`src/rtl/mwsf_pkg.sv`:
```
package mwsf_pkg;

	// field and register widths
	localparam int VEL_W   = 16;
	localparam int GAIN_W  = 24;
	localparam int AXLE_W  = 12;
	localparam int LIMIT_W = 15;
	localparam int SPEED_W = 16;
	localparam int BYTE_W  = 8;

	// configuration port
	localparam int CFG_INDEX_W = 2;
	localparam int CFG_DATA_W  = GAIN_W;
	localparam logic [CFG_INDEX_W-1:0] REG_SPEED_GAIN  = 2'd0;
	localparam logic [CFG_INDEX_W-1:0] REG_AXLE_SUM    = 2'd1;
	localparam logic [CFG_INDEX_W-1:0] REG_SPEED_LIMIT = 2'd2;
	localparam logic [GAIN_W-1:0]  GAIN_RESET  = 24'd924860;
	localparam logic [AXLE_W-1:0]  AXLE_RESET  = 12'd595;
	localparam logic [LIMIT_W-1:0] LIMIT_RESET = 15'd4400;

	localparam int WHEELS  = 4;
	localparam int WHEEL_W = $clog2(WHEELS);

	// arithmetic widths
	localparam int ROT_W       = 28;                   // yaw rate times axle sum
	localparam int BASE_W      = 27;                   // 1000 * (vx +/- vy)
	localparam int SUM_W       = 29;                   // wheel sums
	localparam int SMAG_W      = SUM_W - 1;
	localparam int GAIN_HALF_W = GAIN_W / 2;
	localparam int PROD_W      = SMAG_W + GAIN_HALF_W;
	localparam int ACC_W       = SMAG_W + GAIN_W;
	localparam int Q16_SHIFT   = 16;
	localparam int MAG_W       = 26;                   // speed magnitude before limiting
	localparam int DIV_W       = MAG_W + LIMIT_W;
	localparam int MILLI       = 1000;
	localparam logic signed [10:0] MILLI_S = 11'sd1000;
	localparam int LIMIT_STEPS = LIMIT_W;              // quotient bits of the limit divide
	localparam int STEP_W      = $clog2(LIMIT_STEPS);

	// divide by 1000 through the reciprocal floor(2^36 / 1000)
	localparam int NUM_W       = ACC_W - Q16_SHIFT;    // product with the q16 fraction dropped
	localparam int NUM_HALF_W  = NUM_W / 2;
	localparam int RCP_W       = 27;
	localparam logic [RCP_W-1:0] RCP_MILLI = 27'd68719476;
	localparam int RPROD_W     = NUM_HALF_W + RCP_W;
	localparam int RESID_W     = 11;                   // remainder of the estimate stays below 2000

	localparam int QUEUE_DEPTH = 2;

	// frame bytes
	localparam logic [BYTE_W-1:0] FRAME_START = 8'h02;
	localparam logic [BYTE_W-1:0] FRAME_END   = 8'h03;
	localparam logic [BYTE_W-1:0] TAG_FIRST   = 8'h41;

	typedef logic [WHEELS-1:0][SPEED_W-1:0] speed_set_t;

	typedef struct packed {
		logic                     start_gain;
		logic                     start_limit;
		logic signed [SUM_W-1:0]  sum;
		logic [GAIN_W-1:0]        gain;
		logic [LIMIT_W-1:0]       limit;
		logic [MAG_W-1:0]         peak;
	} lane_cmd_t;

	typedef struct packed {
		logic              busy;
		logic              neg;
		logic [MAG_W-1:0]  mag;
	} lane_status_t;

endpackage

```
`src/rtl/mwsf_back.sv`:
```
module mwsf_back (
	input  logic                          clk,
	input  logic                          arst_n,
	output logic                          pop,
	input  mwsf_pkg::speed_set_t          pop_data,
	input  logic                          empty,
	output logic                          frame_valid,
	input  logic                          frame_stall,
	output logic [mwsf_pkg::BYTE_W-1:0]   frame_byte,
	output logic                          frame_last
);

	typedef enum logic [2:0] {B_EMPTY, B_START, B_TAG, B_LO, B_HI, B_END} back_state_t;

	back_state_t                     state_q;
	logic [mwsf_pkg::WHEEL_W-1:0]    wheel_q;
	mwsf_pkg::speed_set_t            speeds_q;
	logic                            valid_q;
	logic [mwsf_pkg::BYTE_W-1:0]     byte_q;
	logic                            last_q;
	logic                            out_free;

	assign out_free    = !valid_q || !frame_stall;
	// next set is fetched while the closing byte goes out
	assign pop         = !empty && ((state_q == B_EMPTY) || ((state_q == B_END) && out_free));
	assign frame_valid = valid_q;
	assign frame_byte  = byte_q;
	assign frame_last  = last_q;

	always_ff @(posedge clk or negedge arst_n) begin
		if (!arst_n) begin
			state_q  <= B_EMPTY;
			wheel_q  <= '0;
			speeds_q <= '0;
			valid_q  <= 1'b0;
			byte_q   <= '0;
			last_q   <= 1'b0;
		end else begin
			if (out_free) begin
				valid_q <= 1'b0;
			end
			case (state_q)
				B_EMPTY: begin
					if (!empty) begin
						speeds_q <= pop_data;
						state_q  <= B_START;
					end
				end
				B_START: begin
					if (out_free) begin
						valid_q <= 1'b1;
						byte_q  <= mwsf_pkg::FRAME_START;
						last_q  <= 1'b0;
						wheel_q <= '0;
						state_q <= B_TAG;
					end
				end
				B_TAG: begin
					if (out_free) begin
						valid_q <= 1'b1;
						byte_q  <= mwsf_pkg::TAG_FIRST + mwsf_pkg::BYTE_W'(wheel_q);
						last_q  <= 1'b0;
						state_q <= B_LO;
					end
				end
				B_LO: begin
					if (out_free) begin
						valid_q <= 1'b1;
						byte_q  <= speeds_q[wheel_q][mwsf_pkg::BYTE_W-1:0];
						last_q  <= 1'b0;
						state_q <= B_HI;
					end
				end
				B_HI: begin
					if (out_free) begin
						valid_q <= 1'b1;
						byte_q  <= speeds_q[wheel_q][mwsf_pkg::SPEED_W-1:mwsf_pkg::BYTE_W];
						last_q  <= 1'b0;
						if (wheel_q == mwsf_pkg::WHEEL_W'(mwsf_pkg::WHEELS - 1)) begin
							state_q <= B_END;
						end else begin
							wheel_q <= wheel_q + 1'b1;
							state_q <= B_TAG;
						end
					end
				end
				B_END: begin
					if (out_free) begin
						valid_q <= 1'b1;
						byte_q  <= mwsf_pkg::FRAME_END;
						last_q  <= 1'b1;
						if (!empty) begin
							speeds_q <= pop_data;
							state_q  <= B_START;
						end else begin
							state_q <= B_EMPTY;
						end
					end
				end
				default: state_q <= B_EMPTY;
			endcase
		end
	end

`ifndef SYNTHESIS
	assert property (@(posedge clk) disable iff (!arst_n)
		(frame_valid && frame_last) |-> (frame_byte == mwsf_pkg::FRAME_END))
		else $error("frame end flag on a byte other than the closing byte");

	assert property (@(posedge clk) disable iff (!arst_n)
		(frame_valid && !frame_stall && frame_last) |=>
			(!frame_valid || (frame_byte == mwsf_pkg::FRAME_START)))
		else $error("byte after a closing byte is not a start byte");
`endif

endmodule

```
`config.mk`:
```
export PLATFORM = sky130hd
export DESIGN_NAME = mwsf_back
export DESIGN_NICKNAME = d
export VERILOG_FILES = /design/src/rtl/mwsf_pkg.sv /design/src/rtl/mwsf_back.sv
export SDC_FILE = /design/constraint.sdc
export NUM_CORES = 1
export LEC_CHECK = 0
export ABC_AREA = 1
export BUFFER_PORTS_ARGS = -buffer_cell sky130_fd_sc_hd__buf_2
export CORE_MARGIN = 1.5
export CORE_UTILIZATION = 55
export DETAILED_ROUTE_END_ITERATION = 10
export GPL_TIMING_DRIVEN = 0
export PLACE_DENSITY = 0.91
export SLEW_MARGIN = 10
export SYNTH_ARGS = -nofsm -noshare
export SYNTH_HDL_FRONTEND = slang
export SYNTH_SLANG_ARGS = --single-unit
```
`constraint.sdc`:
```
create_clock -name clk -period 3.1 [get_ports clk]
set_clock_uncertainty 0.15 [all_clocks]
set_input_delay 0.465 -clock clk [delete_from_list [all_inputs] [get_ports clk]]
set_output_delay 0.465 -clock clk [all_outputs]
set_load 0.01 [all_outputs]
```
; ---- Word-level counts from Yosys, hierarchy flattened
; Cells that the tools add are included.
[word_totals]
register_bits = 79
output_inout_bits = 11
[op_classes]
n_addsub = 2
order_cmp = 1
n_eq_ne = 14
muxes = 30
reduce_logical = 19
[ops]
columns = cell, n
row1 = 64-bit two-way mux, 2
row2 = 64-bit one-hot mux with 2 select lines, 1
row3 = 8-bit two-way mux, 5
row4 = 8-bit one-hot mux with 5 select lines, 1
row5 = 16-bit binary-select mux with 2-bit select, 1
row6 = 3-bit two-way mux, 7
row7 = 3-bit one-hot mux with 6 select lines, 1
row8 = 16-bit two-way mux, 1
row9 = "2-bit != test, second input constant", 7
row10 = 6-bit AND reduction, 2
row11 = "7-bit by 2-bit adder with 8-bit output, first input constant", 1
row12 = "3-bit by 2-bit == test with 1-bit output, second input constant", 2
row13 = "3-bit == test, second input constant", 2
row14 = 1-bit two-way mux, 6
row15 = 2-bit two-way mux, 3
row16 = 2-bit nonzero test, 3
row17 = 5-bit nonzero test, 1
row18 = 5-bit OR reduction, 1
row19 = 2-bit one-hot mux with 2 select lines, 1
row20 = 4-bit AND reduction, 1
row21 = 4-bit OR reduction, 1
row22 = "3-bit by 1-bit == test with 1-bit output, second input constant", 1
row23 = 1-bit zero test, 3
row24 = 3-bit zero test, 1
row25 = 9 further kinds, 11

; ---- Depth between registers and ports, before layout
[logic_depth]
depth_word = 5
mapped_depth = 10
mapped_depth_nobuf = 8

; ---- Least setup slack after synthesis
; Ideal clock, no wire load.
[synth_path]
path_kind = register -> output
start = register state_q[1]
end = output port pop
t_arrival_ns = 1.183
setup_slack_ns = 1.302
stages_incl_launch_ff = 8
path_cell_list = dfrtp_1 > nor2_1 > nand2_1 > a21oi_2 > nand2_2 > inv_2 > buf_6 > buf_6
[synth_via]
elab_chain_cells = 4
elab_cells_between_ends = 5
[synth_lines]
columns = item, line_no
row1 = start: declaration, mwsf_back.sv:15  ; back_state_t state_q;
row2 = start signal: assignment, mwsf_back.sv:32  ; state_q <= B_EMPTY;
row3 = start signal: assignment, mwsf_back.sv:46  ; state_q <= B_START;
row4 = start signal: assignment, mwsf_back.sv:55  ; state_q <= B_TAG;
row5 = 3-bit == test, mwsf_back.sv:25  ; assign pop = !empty && ((state_q == B_EMPTY) || ((state_q == B_END) && out_free));
row6 = 1-bit logical AND, mwsf_back.sv:25
row7 = 1-bit logical OR (*), mwsf_back.sv:25
row8 = 1-bit logical AND (*), mwsf_back.sv:25
row9 = end: declaration, mwsf_back.sv:4  ; output logic pop,
; Every way passes the cells marked *; elsewhere a longest branch is shown, timed or not.

; ---- Worst setup path after layout
; Same ends and word-level chain as after synthesis.

==> qor.yml <==
status: "completed"
hold_buffers: 1
cts_resized: 0
slew_viol_final: 0
peakVddDrop_mv: 0.475
max_stage_delay_ns: 0.45
cts_buffer_depth: 2
area_growth_pct: 19.5
fin_setup_tns_ns: 0
fmax_mhz: 385
n_antenna_cell: 0
gr-usage-all-layers_pct: 26.9
netlist_top_cells_area: "dfrtp_1, nand2_1, o21ai_0"
cts_buffers: 9
root_buffer: "clkbuf_8"
cts_tree: "done"
ios: 79
ant_nets: 0
max_slew_margin_pct: 63.8
leakage_nw: 2.49
antenna_found_initial: 0
setup_violations: 0
yosysUniqueCellTypes: 20
crit_type: "flop to primary output"
dp_hpwl_microns: 6720
cts_num_sinks: 79
crit_path_max_fanout: 10
fin_util_pct: 67.4
first_pass_iters: 5
clkSlewWorstSetupHoldPaths_ns: 0.08
avgViaCountPerCell: 5.26
cp_cell_sequence: "inv_2 -> nand3_2 -> a21oi_2 -> nand2_2 -> inv_2 -> buf_6 -> buf_6 -> buf_2"
maxCapViolCount: 0
hold_violations: 0
portBuffers: 78
overflow: 0
cpMaxStageDelayCell: "dfrtp_1"
drt_iter0_markers: 279
drive_above_1_share_pct: 19.6
worstMarginPinSlew_ns: 0.542
arrival_ns: 1.98
place_congestion: 0.945
drt-total-wl_microns: 9310
drc: 0
finish.net_count: 665
fp-row-count: 30
yosysTopAreaCellShare_pct: 52.2
grt_pass1_wl_microns: 15300
fin_crit_sh_pct: 83.8
grt_pass1_vias: 3418
dieArea_sq_mm: 0.00740
start_util_pct: 56.4
min_path_type: "primary input to flop"
yosysTopAreaCell: "dfrtp_1"
die_width_microns: 86.0
ys_ff_latch: 79
htreeDepth: 3
period_minus_slack_ns: 2.60
post_cts_buffers: 0
ys_seq_area_share_pct: 52.2
yosys_warnings: 0
end_kind: "primary output"
power_density_mw_per_mm2: 970
syn_nets: 574
wl_per_cell_microns: 13.7
via_count: 3581
cp.required_ns: 2.48
grt_max_degree: 63
insertion_delay_ns: 0.35
syn_area_sq_mm: 0.00379
synthCells: 505
syn_area_per_cell_sq_um: 7.50
start_kind: "flop"
rsz0062_at_grt: "false"
core-area_sq_mm: 0.00672
dieHeight_microns: 86.0
final timing paths:
check	slack (ns)	end	from	cells after the start
max in group asynchronous	1.86	speeds_q[36]$_DFFE_PN0P_	arst_n	3
setup / recovery	0.50	pop	state_q[1]$_DFFE_PN0P_	8
setup reg to reg	1.26	speeds_q[45]$_DFFE_PN0P_	state_q[1]$_DFFE_PN0P_	9
hold reg to reg	0.33	frame_byte[0]$_DFFE_PN0P_	frame_byte[0]$_DFFE_PN0P_	2
hold / removal	0.15	speeds_q[51]$_DFFE_PN0P_	pop_data[51]	3
min in group asynchronous	0.37	speeds_q[8]$_DFFE_PN0P_	arst_n	2
where the power goes:
part           leakage (nW)  internal [mW]  switching [mW]  total, mW
sequential            0.988           1.51           0.233       1.74
combinational          1.39          0.649            1.20       1.84
clock                 0.109          0.436           0.368      0.804
total                  2.49           2.60            1.80       4.39
cells by family after synthesis:
family | Yosys count | synth area share, %
simple gates | 294 | 30.6
compound gates | 61 | 8.81
fa+ha+maj | 1 | 0.330
buf+inv | 70 | 8.09
flops | 79 | 52.2
state kept, by name, summed over array words and instances (netlist names), named ones only:
register,count
frame_byte,8
speeds_q,64
wheel_q,2
state_q,3
frame_last,1
worst max-delay path: cells and delay by family (launching register included):
kind | cells | cell delay (ns)
buffers and inverters | 5 | 0.71
DFF | 1 | 0.45
and+or+nand+nor | 2 | 0.26
AOI/OAI and AO/OA | 1 | 0.21
synthesized netlist by cell type:
| library cell | count |
|---|---|
| a21oi_1 | 1 |
| a21oi_2 | 1 |
| buf_1 | 2 |
| buf_2 | 11 |
| buf_6 | 4 |
| clkbuf_1 | 7 |
| dfrtp_1 | 79 |
| ha_1 | 1 |
| inv_1 | 42 |
| inv_2 | 4 |
| nand2_1 | 245 |
| nand2_2 | 1 |
| nand3_1 | 24 |
| nand3_2 | 1 |
| nand4_1 | 1 |
| nor2_1 | 20 |
| nor3_4 | 1 |
| o211ai_1 | 10 |
| o21ai_0 | 49 |
| or2_2 | 1 |
placed cells by master, fill, tap and decap left out:
cell type | Yosys | layout
buf_2 | 11 | 88
nand3_2 | 1 | 1
nand3_1 | 24 | 24
clkinv_2 | 0 | 2
nand4_1 | 1 | 1
o211ai_1 | 10 | 10
ha_1 | 1 | 1
inv_1 | 42 | 42
clkbuf_1 | 7 | 8
clkbuf_8 | 0 | 12
bufinv_16 | 0 | 1
buf_4 | 0 | 1
nand2_2 | 1 | 1
or2_2 | 1 | 1
o21ai_0 | 49 | 49
buf_6 | 4 | 4
inv_2 | 4 | 4
a21oi_2 | 1 | 1
dfrtp_1 | 79 | 79
nand2_1 | 245 | 245
buf_1 | 2 | 2
nor3_4 | 1 | 1
nor2_1 | 20 | 20
a21oi_1 | 1 | 1
dlygate4sd3_1 | 0 | 1
buf_16 | 0 | 1
metal layers:
metal  share of wire (%)  track usage (%)
met5                   0                0
met4                 2.9             10.9
met3                 7.0             5.68
met2                  47             43.6
met1                  43             35.5
cell type report:
type                    count  area (sq um)
fillers                   550          2190
flip-flops and latches     79          1980
multi-input cells         356          1510
repair buffers             80           430
inverters                  46           173
clock buffers              13           169
plain buffers              24           134
well taps                  80           100
clock inverters             3          40.0
through the flow:
stage / worst slack [ns] / instances / power, mW / hold WS (ns) / cell area, sq um
3_5_place_dp: 0.903 / 664 / 3.57 / 0.202 / 4310
4_1_cts: 0.518 / 681 / 4.38 / 0.143 / 4530
3_3_place_gp: 0.928 / 663 / 3.47 / 0.311 / 4280
2_1_floorplan: 1.30 / 505 / 3.00 / 0.0194 / 3790
5_1_grt: 0.375 / 681 / 4.73 / 0.158 / 4530
6_report: 0.503 / 681 / 4.39 / 0.154 / 4530
(Power assumes the default switching activity.)
