**src/rtl/mwsf_pkg.sv**
```systemverilog
package mwsf_pkg;

	// field and register widths
	localparam int VEL_W   = 16;
	localparam int GAIN_W  = 24;
	localparam int AXLE_W  = 12;
	localparam int LIMIT_W = 15;
	localparam int SPEED_W = 16;
	localparam int BYTE_W  = 8;

	// configuration port
	localparam int CFG_INDEX_W = 2;
	localparam int CFG_DATA_W  = GAIN_W;
	localparam logic [CFG_INDEX_W-1:0] REG_SPEED_GAIN  = 2'd0;
	localparam logic [CFG_INDEX_W-1:0] REG_AXLE_SUM    = 2'd1;
	localparam logic [CFG_INDEX_W-1:0] REG_SPEED_LIMIT = 2'd2;
	localparam logic [GAIN_W-1:0]  GAIN_RESET  = 24'd924860;
	localparam logic [AXLE_W-1:0]  AXLE_RESET  = 12'd595;
	localparam logic [LIMIT_W-1:0] LIMIT_RESET = 15'd4400;

	localparam int WHEELS  = 4;
	localparam int WHEEL_W = $clog2(WHEELS);

	// arithmetic widths
	localparam int ROT_W       = 28;                   // yaw rate times axle sum
	localparam int BASE_W      = 27;                   // 1000 * (vx +/- vy)
	localparam int SUM_W       = 29;                   // wheel sums
	localparam int SMAG_W      = SUM_W - 1;
	localparam int GAIN_HALF_W = GAIN_W / 2;
	localparam int PROD_W      = SMAG_W + GAIN_HALF_W;
	localparam int ACC_W       = SMAG_W + GAIN_W;
	localparam int Q16_SHIFT   = 16;
	localparam int MAG_W       = 26;                   // speed magnitude before limiting
	localparam int DIV_W       = MAG_W + LIMIT_W;
	localparam int MILLI       = 1000;
	localparam logic signed [10:0] MILLI_S = 11'sd1000;
	localparam int LIMIT_STEPS = LIMIT_W;              // quotient bits of the limit divide
	localparam int STEP_W      = $clog2(LIMIT_STEPS);

	// divide by 1000 through the reciprocal floor(2^36 / 1000)
	localparam int NUM_W       = ACC_W - Q16_SHIFT;    // product with the q16 fraction dropped
	localparam int NUM_HALF_W  = NUM_W / 2;
	localparam int RCP_W       = 27;
	localparam logic [RCP_W-1:0] RCP_MILLI = 27'd68719476;
	localparam int RPROD_W     = NUM_HALF_W + RCP_W;
	localparam int RESID_W     = 11;                   // remainder of the estimate stays below 2000

	localparam int QUEUE_DEPTH = 2;

	// frame bytes
	localparam logic [BYTE_W-1:0] FRAME_START = 8'h02;
	localparam logic [BYTE_W-1:0] FRAME_END   = 8'h03;
	localparam logic [BYTE_W-1:0] TAG_FIRST   = 8'h41;

	typedef logic [WHEELS-1:0][SPEED_W-1:0] speed_set_t;

	typedef struct packed {
		logic                     start_gain;
		logic                     start_limit;
		logic signed [SUM_W-1:0]  sum;
		logic [GAIN_W-1:0]        gain;
		logic [LIMIT_W-1:0]       limit;
		logic [MAG_W-1:0]         peak;
	} lane_cmd_t;

	typedef struct packed {
		logic              busy;
		logic              neg;
		logic [MAG_W-1:0]  mag;
	} lane_status_t;

endpackage

```
**src/rtl/mwsf_queue.sv**
```systemverilog
module mwsf_queue #(
	parameter int DEPTH = mwsf_pkg::QUEUE_DEPTH
) (
	input  logic                  clk,
	input  logic                  arst_n,
	input  logic                  push,
	input  mwsf_pkg::speed_set_t  push_data,
	output logic                  full,
	input  logic                  pop,
	output mwsf_pkg::speed_set_t  pop_data,
	output logic                  empty
);

	localparam int PTR_W = (DEPTH > 1) ? $clog2(DEPTH) : 1;
	localparam int CNT_W = $clog2(DEPTH + 1);

	mwsf_pkg::speed_set_t  entries_q [DEPTH];
	logic [PTR_W-1:0]      wr_ptr_q;
	logic [PTR_W-1:0]      rd_ptr_q;
	logic [CNT_W-1:0]      count_q;

	assign full     = (count_q == CNT_W'(DEPTH));
	assign empty    = (count_q == '0);
	assign pop_data = entries_q[rd_ptr_q];

	always_ff @(posedge clk or negedge arst_n) begin
		if (!arst_n) begin
			wr_ptr_q <= '0;
			rd_ptr_q <= '0;
			count_q  <= '0;
		end else begin
			if (push) begin
				wr_ptr_q <= (wr_ptr_q == PTR_W'(DEPTH - 1)) ? '0 : wr_ptr_q + 1'b1;
			end
			if (pop) begin
				rd_ptr_q <= (rd_ptr_q == PTR_W'(DEPTH - 1)) ? '0 : rd_ptr_q + 1'b1;
			end
			case ({push, pop})
				2'b10:   count_q <= count_q + 1'b1;
				2'b01:   count_q <= count_q - 1'b1;
				default: count_q <= count_q;
			endcase
		end
	end

	always_ff @(posedge clk) begin
		if (push) begin
			entries_q[wr_ptr_q] <= push_data;
		end
	end

endmodule

```
**config.mk**
```make
export PLATFORM = sky130hd
export DESIGN_NAME = mwsf_queue
export DESIGN_NICKNAME = d
export VERILOG_FILES = /design/src/rtl/mwsf_pkg.sv /design/src/rtl/mwsf_queue.sv
export SDC_FILE = /design/constraint.sdc
export NUM_CORES = 1
export LEC_CHECK = 0
export ABC_AREA = 1
export BUFFER_PORTS_ARGS = -buffer_cell sky130_fd_sc_hd__buf_2
export CAP_MARGIN = 20
export CORE_UTILIZATION = 49
export CTS_BUF_LIST = sky130_fd_sc_hd__clkbuf_4 sky130_fd_sc_hd__clkbuf_8
export DETAILED_ROUTE_END_ITERATION = 16
export PLACE_DENSITY = 0.9
export SYNTH_ARGS = -nofsm -noshare
export SYNTH_HDL_FRONTEND = slang
export SYNTH_SLANG_ARGS = --single-unit
```
**constraint.sdc**
```tcl
create_clock -name clk -period 3.6 [get_ports clk]
set_input_delay 0 -clock clk [delete_from_list [all_inputs] [get_ports clk]]
set_output_delay 0 -clock clk [all_outputs]
set_load 0.02 [all_outputs]
```
# --- Word-level counts from Yosys, hierarchy flattened ---
# Memories as Yosys holds them, arrays and structs flattened.
# Index checks and enable logic that the tools add are counted.
word_totals:
  register_bits: 4
  ram_bits: 128
  output_inout_bits: 66
  n_memories: 1
op_classes:
  n_addsub: 4
  n_eq_ne: 3
  muxes: 5
  n_reduce_logical: 2
mem_list:
  columns: ["memory", "depth", "width", "read_ports", "rd_clocked_by_memory_dff", "wr", "line", "source"]
  rows:
  - ["entries_q", 2, 64, 1, 0, 1, "mwsf_queue.sv:17", "mwsf_pkg::speed_set_t entries_q [DEPTH];"]
op_table:
  columns: ["op", "count"]
  rows:
  - ["$eq A2 B2 Y1 const B", 2]
  - ["$mux W1", 4]
  - ["$pmux W2 S2", 1]
  - ["$add A1 B1 Y1 const B", 2]
  - ["$add A2 B1 Y2 const B", 1]
  - ["$eq A2 B1 Y1 const B", 1]
  - ["$logic_not A2 Y1", 1]
  - ["$reduce_bool A2 Y1", 1]
  - ["$sub A2 B1 Y2 const B", 1]

# --- Depth between registers and ports, before layout ---
# Gate-level depths: netlist of the first run.
depth:
  depth_word: 2
  mapped_depth: 7
  ltp_nobuf: 7

# --- Least setup slack after synthesis of the first run ---
# No wires, ideal clock.
synth_path:
  kind: "flip-flop to flip-flop"
  start: "register wr_ptr_q"
  end: "memory entries_q[0][0] (netlist name) (enable)"
  setup_ns: 0.488
  arrival_ns: 3.087
  required_time_ns: 3.112
  path_slack_ns: 0.025
  stages_incl_launch_ff: 2
  synth_period_minus_slack_ns: 3.575
  path_cell_list: "dfrtp_1 > nor2_1"
synth_lines:
  columns: ["item", "line", "source"]
  rows:
  - ["start: declaration", "mwsf_queue.sv:18", "logic [PTR_W-1:0] wr_ptr_q;"]
  - ["start signal: assignment", "mwsf_queue.sv:33", "wr_ptr_q <= (wr_ptr_q == PTR_W'(DEPTH - 1)) ? '0 : wr_ptr_q + 1'b1;"]
  - ["end: declaration", "mwsf_queue.sv:17", null]
# Straight into the memory's write port.

# --- Worst setup path in the final report of the first run ---
layout_path:
  start: "register wr_ptr_q"
  end: "memory entries_q[0][38] (netlist name) (enable)"
# Straight into the memory's write port.

==> metrics.txt, run 1 <==
CTS H-tree depth=4; Post-Syn Instances=358; Avg Cell Area, Syn=13.94 µm²; vias in the first global route=3273; CTS Buffer Depth=2; final core utilization=0.6992; I/O Pins=134; standard-cell rows=36; final net count=637; required arrival time at the worst endpoint=3690 ps; actual slew at the worst max-slew pin=922.4 ps; total overflow reported by the global router=0; drt total wl=10290 µm; crit path from=wr_ptr_q$_DFFE_PN0P_; synth top area cells=sky130_fd_sc_hd__edfxtp_1 (77%), sky130_fd_sc_hd__inv_1 (5.3%), sky130_fd_sc_hd__nand2_1 (5.2%); part of the Yosys area used for sequential elements=0.7904; worst slack at placement=1537 ps; DRC violation total after the first TritonRoute iteration=158; type of element capturing the critical path=flip-flop; clk_lat worst skew=420 ps; Max Cap Violations=0; wire length per cell after detailed routing=14.41 µm; number of enable flip-flop cells after synthesis=128; estimated wirelength of the detail-placed design=5611 µm; pwr dens=761.3 nW/µm²; Fmax achieved=0.4934 GHz; list of most frequent post-synthesis cells=sky130_fd_sc_hd__edfxtp_1 (128), sky130_fd_sc_hd__inv_1 (70), sky130_fd_sc_hd__nand2_1 (69); post-synthesis register bit count=132; total iterations of the first detailed-routing run=4; accumulated negative setup slack=0 ps; die outline width=102.9 µm; layout cell share with drive strength beyond 1=0.2960; most repeated cell in the gate-level netlist after synthesis=sky130_fd_sc_hd__edfxtp_1; antenna diode count=0; kind of critical path=flip-flop to flip-flop; number of antenna violations at the first check in global routing=0; CTS Root Cell=sky130_fd_sc_hd__clkbuf_8; worst clock skew=7.108 ps; I/O Buffers=133; class of the tightest hold or removal check=input port to flip-flop; unrepaired setup endpoints after global routing=false; Initial Utilization=0.5082; CORE AREA=9819 µm²; number of buffers inserted during clock tree synthesis=17; share of flip-flops with an asynchronous set or reset after synthesis=0.03030; Resized Gates After CTS=0; final hold violation count=0; count of warnings emitted by yosys=0; flip-flop cell with the highest count after synthesis=sky130_fd_sc_hd__edfxtp_1; Hold Path Origin=push_data[62]; final count of negative-setup-slack endpoints=0; average vias per placed instance=4.658; Placer Congestion=0.7021; number of different library cells in the post-synthesis netlist=15; cell type contributing the most total cell area after synthesis=sky130_fd_sc_hd__edfxtp_1; share of Yosys cell area claimed by the top area cell type=0.7703; area added between synthesis and finish=37.59%; P_leak=2.949 nW; max-slew violation count=0; Critical Path Fanout Max=30; total standard cell area after synthesis=4990 µm²; slack of the critical path=1573 ps; result of the run=complete, no violations; largest net degree at the start of global routing=130; global-route usage over all layers=0.2012; clock tree from TritonCTS=yes; number of nets produced by synthesis=427; Reg-to-Reg Start=wr_ptr_q$_DFFE_PN0P_; relative slew slack=0.3836; worst-case vdd ir drop=0.5518 mV; die height=102.9 µm; Via Count=3326; area enclosed by the die boundary=10590 µm²; clock sink count=132; ratio of final minimum period to clock period=0.5629; residual antenna-violating net count after detailed routing=0; Clock Pin Slew Worst Setup and Hold Paths=70 ps; global-route wire length before repair=15150 µm; minimum period implied by the final worst setup slack=2027 ps; startpoint class of the critical path=flip-flop; DRC viols=0; arrival time worst endpoint=2110 ps
## worst max-delay path, cell delays in order, from the launching register on
cell,delay [ps]
sky130_fd_sc_hd__dfrtp_1,440
sky130_fd_sc_hd__nor2_4,740
sky130_fd_sc_hd__buf_4,480
## state kept, by name, summed over array words and instances (netlist names)
register,flops
count_q,2
entries_q,128
rd_ptr_q,1
wr_ptr_q,1
## where the power goes
part           leakage [nW]  internal [mW]  switching (mW)  total, mW
combinational          1.49          0.525            1.14       1.66
sequential             1.25           2.04           0.168       2.21
clock                 0.212          0.790           0.562       1.35
## layout by cell type (no fill, tap or decap), types with 3 or more instances in the layout
cell type and count:
sky130_fd_sc_hd__dfrtp_1 3, sky130_fd_sc_hd__o21ai_0 48, sky130_fd_sc_hd__bufinv_16 4, sky130_fd_sc_hd__buf_2 133, sky130_fd_sc_hd__clkinv_4 3, sky130_fd_sc_hd__o21ai_1 16
sky130_fd_sc_hd__inv_1 69, sky130_fd_sc_hd__edfxtp_1 128, sky130_fd_sc_hd__buf_4 3, sky130_fd_sc_hd__clkinvlp_4 4, sky130_fd_sc_hd__dlygate4sd3_1 68, sky130_fd_sc_hd__nand2_1 69
sky130_fd_sc_hd__clkbuf_8 18
## kinds of logic (layout without fill, tap and decap cells)
group,after synthesis,count (layout),synth area share
flip-flops,132,132,0.7904
buffers and inverters,84,307,0.08124
AND/OR/NAND/NOR,74,74,0.05642
AO/OA/AOI/OAI,64,64,0.06419
XOR/XNOR,3,3,0.005267
adder cells (fa/ha/maj),1,1,0.002507
## routing by layer
| metal | up-vias | track usage | wire length (µm) |
|---|---|---|---|
| li1 | 1624 | - | - |
| met1 | 1564 | 0.2168 | 4003 |
| met2 | 124 | 0.3631 | 5638 |
| met3 | 14 | 0.06373 | 474 |
| met4 | 0 | 0.08776 | 173 |
| met5 | - | 0 | 0 |
## path summary, 6_finish.rpt
check / endpoint / slack [ps] / cells past startpoint
setup / recovery: entries_q[0][38]$_DFFE_PP_ / 1570 / 2
hold / removal: entries_q[1][62]$_DFFE_PP_ / 290 / 2
setup reg to reg: entries_q[0][38]$_DFFE_PP_ / 1570 / 2
hold reg to reg: count_q[1]$_DFFE_PN0P_ / 550 / 2
max in group asynchronous: rd_ptr_q$_DFFE_PN0P_ / 2940 / 3
min in group asynchronous: rd_ptr_q$_DFFE_PN0P_ / 460 / 3
## per-stage QoR
step / hold slack (ps) / area [µm²] / std cells / total power [mW]
2_1_floorplan: -295.6 / 4990 / 358 / 3.356
3_3_place_gp: -191.6 / 5713 / 613 / 3.733
6_report: 293.2 / 6865 / 714 / 5.226
4_1_cts: 269.4 / 6838 / 713 / 5.197
3_5_place_dp: -187.0 / 5713 / 613 / 3.794
5_1_grt: 263.8 / 6865 / 714 / 5.509
## repair_timing
item	CTS	global route
hold buffers	68	0
hold endpoints to repair	135	0
setup buffers	0	0
## area by class of cell
class                   count  area, µm²
fillers                   653       2954
clock buffers              20      262.8
multi-input cells         142      648.1
clock inverters            12      181.4
inverters                  70      262.8
repair buffers            205       1396
well taps                 133      166.4
flip-flops and latches    132       3948
(Power assumes the default switching activity.)
==> inputs of run 2 (changes only) <==
clock period = 1.68 ns   (was 3.6 ns; I/O delays follow)
==> run 2 against run 1 <==
  * Global-route usage rose by 0.18 points
  * Via count rose by 1.9%
  * Utilization fell by 0.064 points
  * Cell count is 0.14% higher
  * Combinational power is 140% higher
  * Flip-flop and latch count did not move
  * Register-to-register slack lost 1200 ps
  * Clock power is 73% higher
  * Critical endpoint is now pop_data[51]
  * Largest cell class unchanged
  * Largest power group unchanged
==> metrics.txt, run 2 (same netlist as run 1, synthesis figures left out) <==
die height=102.9 µm; most frequent standard cell in the layout excluding fill and tap cells=sky130_fd_sc_hd__buf_2; final hold violation count=0; DRC viols=0; startpoint class of the critical path=flip-flop; number of buffers inserted during clock tree synthesis=17; total iterations of the first detailed-routing run=5; # fillers=676; CTS Root Cell=sky130_fd_sc_hd__clkbuf_8; required arrival time at the worst endpoint=1680 ps; CORE AREA=9819 µm²; final net count=641; CTS Buffer Depth=2; result of the run=complete, no violations; largest register by flop count=entries_q; global-route wire length before repair=15240 µm; residual antenna-violating net count after detailed routing=0; max-slew violation count=0; number of flip-flops in the largest register=128; Sw Pwr=3.973 mW; unrepaired setup endpoints after global routing=true; Placed Cells incl. Taps=615; GR Layer Usage met1=0.1965; clk_lat worst skew=410 ps; minimum period implied by the final worst setup slack=1596 ps; average vias per placed instance=4.741; clock tree from TritonCTS=yes; Max Cap Violations=0; area added between synthesis and finish=37.46%; drt total wl=10850 µm; clock sink count=132; pwr dens=1599 nW/µm²; die outline width=102.9 µm; final cell count without fillers=715; Storage cell area=3948 µm²; worst clock skew=6.935 ps; number of antenna violations at the first check in global routing=0; worst-path cell with the longest stage delay=sky130_fd_sc_hd__dfrtp_4; share of power burned in registers=0.421; estimated wirelength of the detail-placed design=5754 µm; Critical Path Fanout Max=7; layout cell share with drive strength beyond 1=0.2887; Top Usage Layer GRT=met2; most frequent cells in the layout=sky130_fd_sc_hd__buf_2 (130), sky130_fd_sc_hd__edfxtp_1 (128), sky130_fd_sc_hd__inv_1 (69); DRC violation total after the first TritonRoute iteration=115; worst-case vdd ir drop=1.017 mV; global-route track usage on met2=0.3892; largest net degree at the start of global routing=65; area enclosed by the die boundary=10590 µm²; antenna diode count=0; accumulated negative setup slack=0 ps; portion of total power attributed to combinational logic=0.365; arrival time worst endpoint=1600 ps; combined area of the multi-input logic cells=650.6 µm²; Power Internal=6.993 mW; vias in the first global route=3324; switching share of power=0.3623; relative slew slack=0.7526; standard-cell rows=36; total overflow reported by the global router=0; Fmax achieved=0.6265 GHz; clock power share=0.214; kind of critical path=flip-flop to output port; wire length per cell after detailed routing=15.17 µm; Placer Congestion=0.7347; Regs by FF count=entries_q x128, count_q x2; global-route usage over all layers=0.2030; Initial Utilization=0.5082; ordered list of cells on the worst path=clkbuf_2, o21ai_0, buf_2; I/O Pins=134; final count of negative-setup-slack endpoints=0; ratio of final minimum period to clock period=0.9502; CTS H-tree depth=4; Global Route met3 Usage=0.06237; Clock Pin Slew Worst Setup and Hold Paths=70 ps; slowest stage delay, CP=560 ps; type of element capturing the critical path=output port; Via Count=3390; class of the tightest hold or removal check=input port to flip-flop; P_leak=2.948 nW; actual slew at the worst max-slew pin=371.1 ps; I/O Buffers=133
-- run 2: what timing repair did --
item | CTS | global route
cloned | 0 | 1
setup endpoints to repair | 3 | 16
hold buffers | 68 | 0
gates resized for setup | 1 | 18
setup buffers | 1 | 1
endpoints found under the hold margin | 135 | 0
-- run 2: routing by layer --
layer  up-vias  wire, µm  part of all wire
met1      1631      4076              0.38
met5         -         0                 0
met4         0       156             0.014
met3        16       404             0.037
met2       117      6213              0.57
li1       1626         -                 -
-- run 2: area by class of cell --
class | instances | area share
well taps | 133 | 0.02426
flip-flops and latches | 132 | 0.5755
clock buffers | 19 | 0.03630
inverters | 70 | 0.03885
repair buffers | 209 | 0.2167
clock inverters | 10 | 0.01350
multi-input cells | 142 | 0.09486
-- run 2: worst max-delay path: cells and delay by family, from the launching register on --
family / cells / cell delay (ps)
compound gates: 1 / 230
flops: 1 / 560
buf+inv: 2 / 400
-- run 2: power by group through the flow --
stage	Sequential, mW	Clock [mW]	Combinational, mW
floorplan	4.59	0	2.58
global placement	4.66	0	3.50
detailed placement	4.70	0	3.58
CTS	4.61	2.40	3.76
global route	4.68	2.53	4.36
finish	4.62	2.34	4.00
-- run 2: worst paths after layout --
check                                     startpoint                         end  slack [ps]  cells after the start
worst max-delay path            rd_ptr_q$_DFFE_PN0P_                pop_data[51]          80                      3
max in group asynchronous                     arst_n        rd_ptr_q$_DFFE_PN0P_         960                      3
worst min-delay path                   push_data[35]  entries_q[0][35]$_DFFE_PP_         320                      2
min in group asynchronous                     arst_n        rd_ptr_q$_DFFE_PN0P_         520                      3
worst max register to register  wr_ptr_q$_DFFE_PN0P_  entries_q[1][43]$_DFFE_PP_         380                      3
worst min register to register  wr_ptr_q$_DFFE_PN0P_        wr_ptr_q$_DFFE_PN0P_         560                      1
-- run 2: metrics by stage --
stage / worst slack [ps] / utilization / cell area, µm² / hold WS, ps / power, mW
6_report: 83.71 / 0.6985 / 6859 / 316.7 / 10.97
2_1_floorplan: -125.3 / - / 5004 / -295.6 / 7.176
4_1_cts: 36.31 / 0.6937 / 6812 / 280.7 / 10.77
3_5_place_dp: 402.5 / 0.5891 / 5784 / -185.2 / 8.284
3_3_place_gp: 419.2 / 0.5891 / 5784 / -185.8 / 8.159
5_1_grt: -23.03 / 0.6985 / 6859 / 279.9 / 11.56
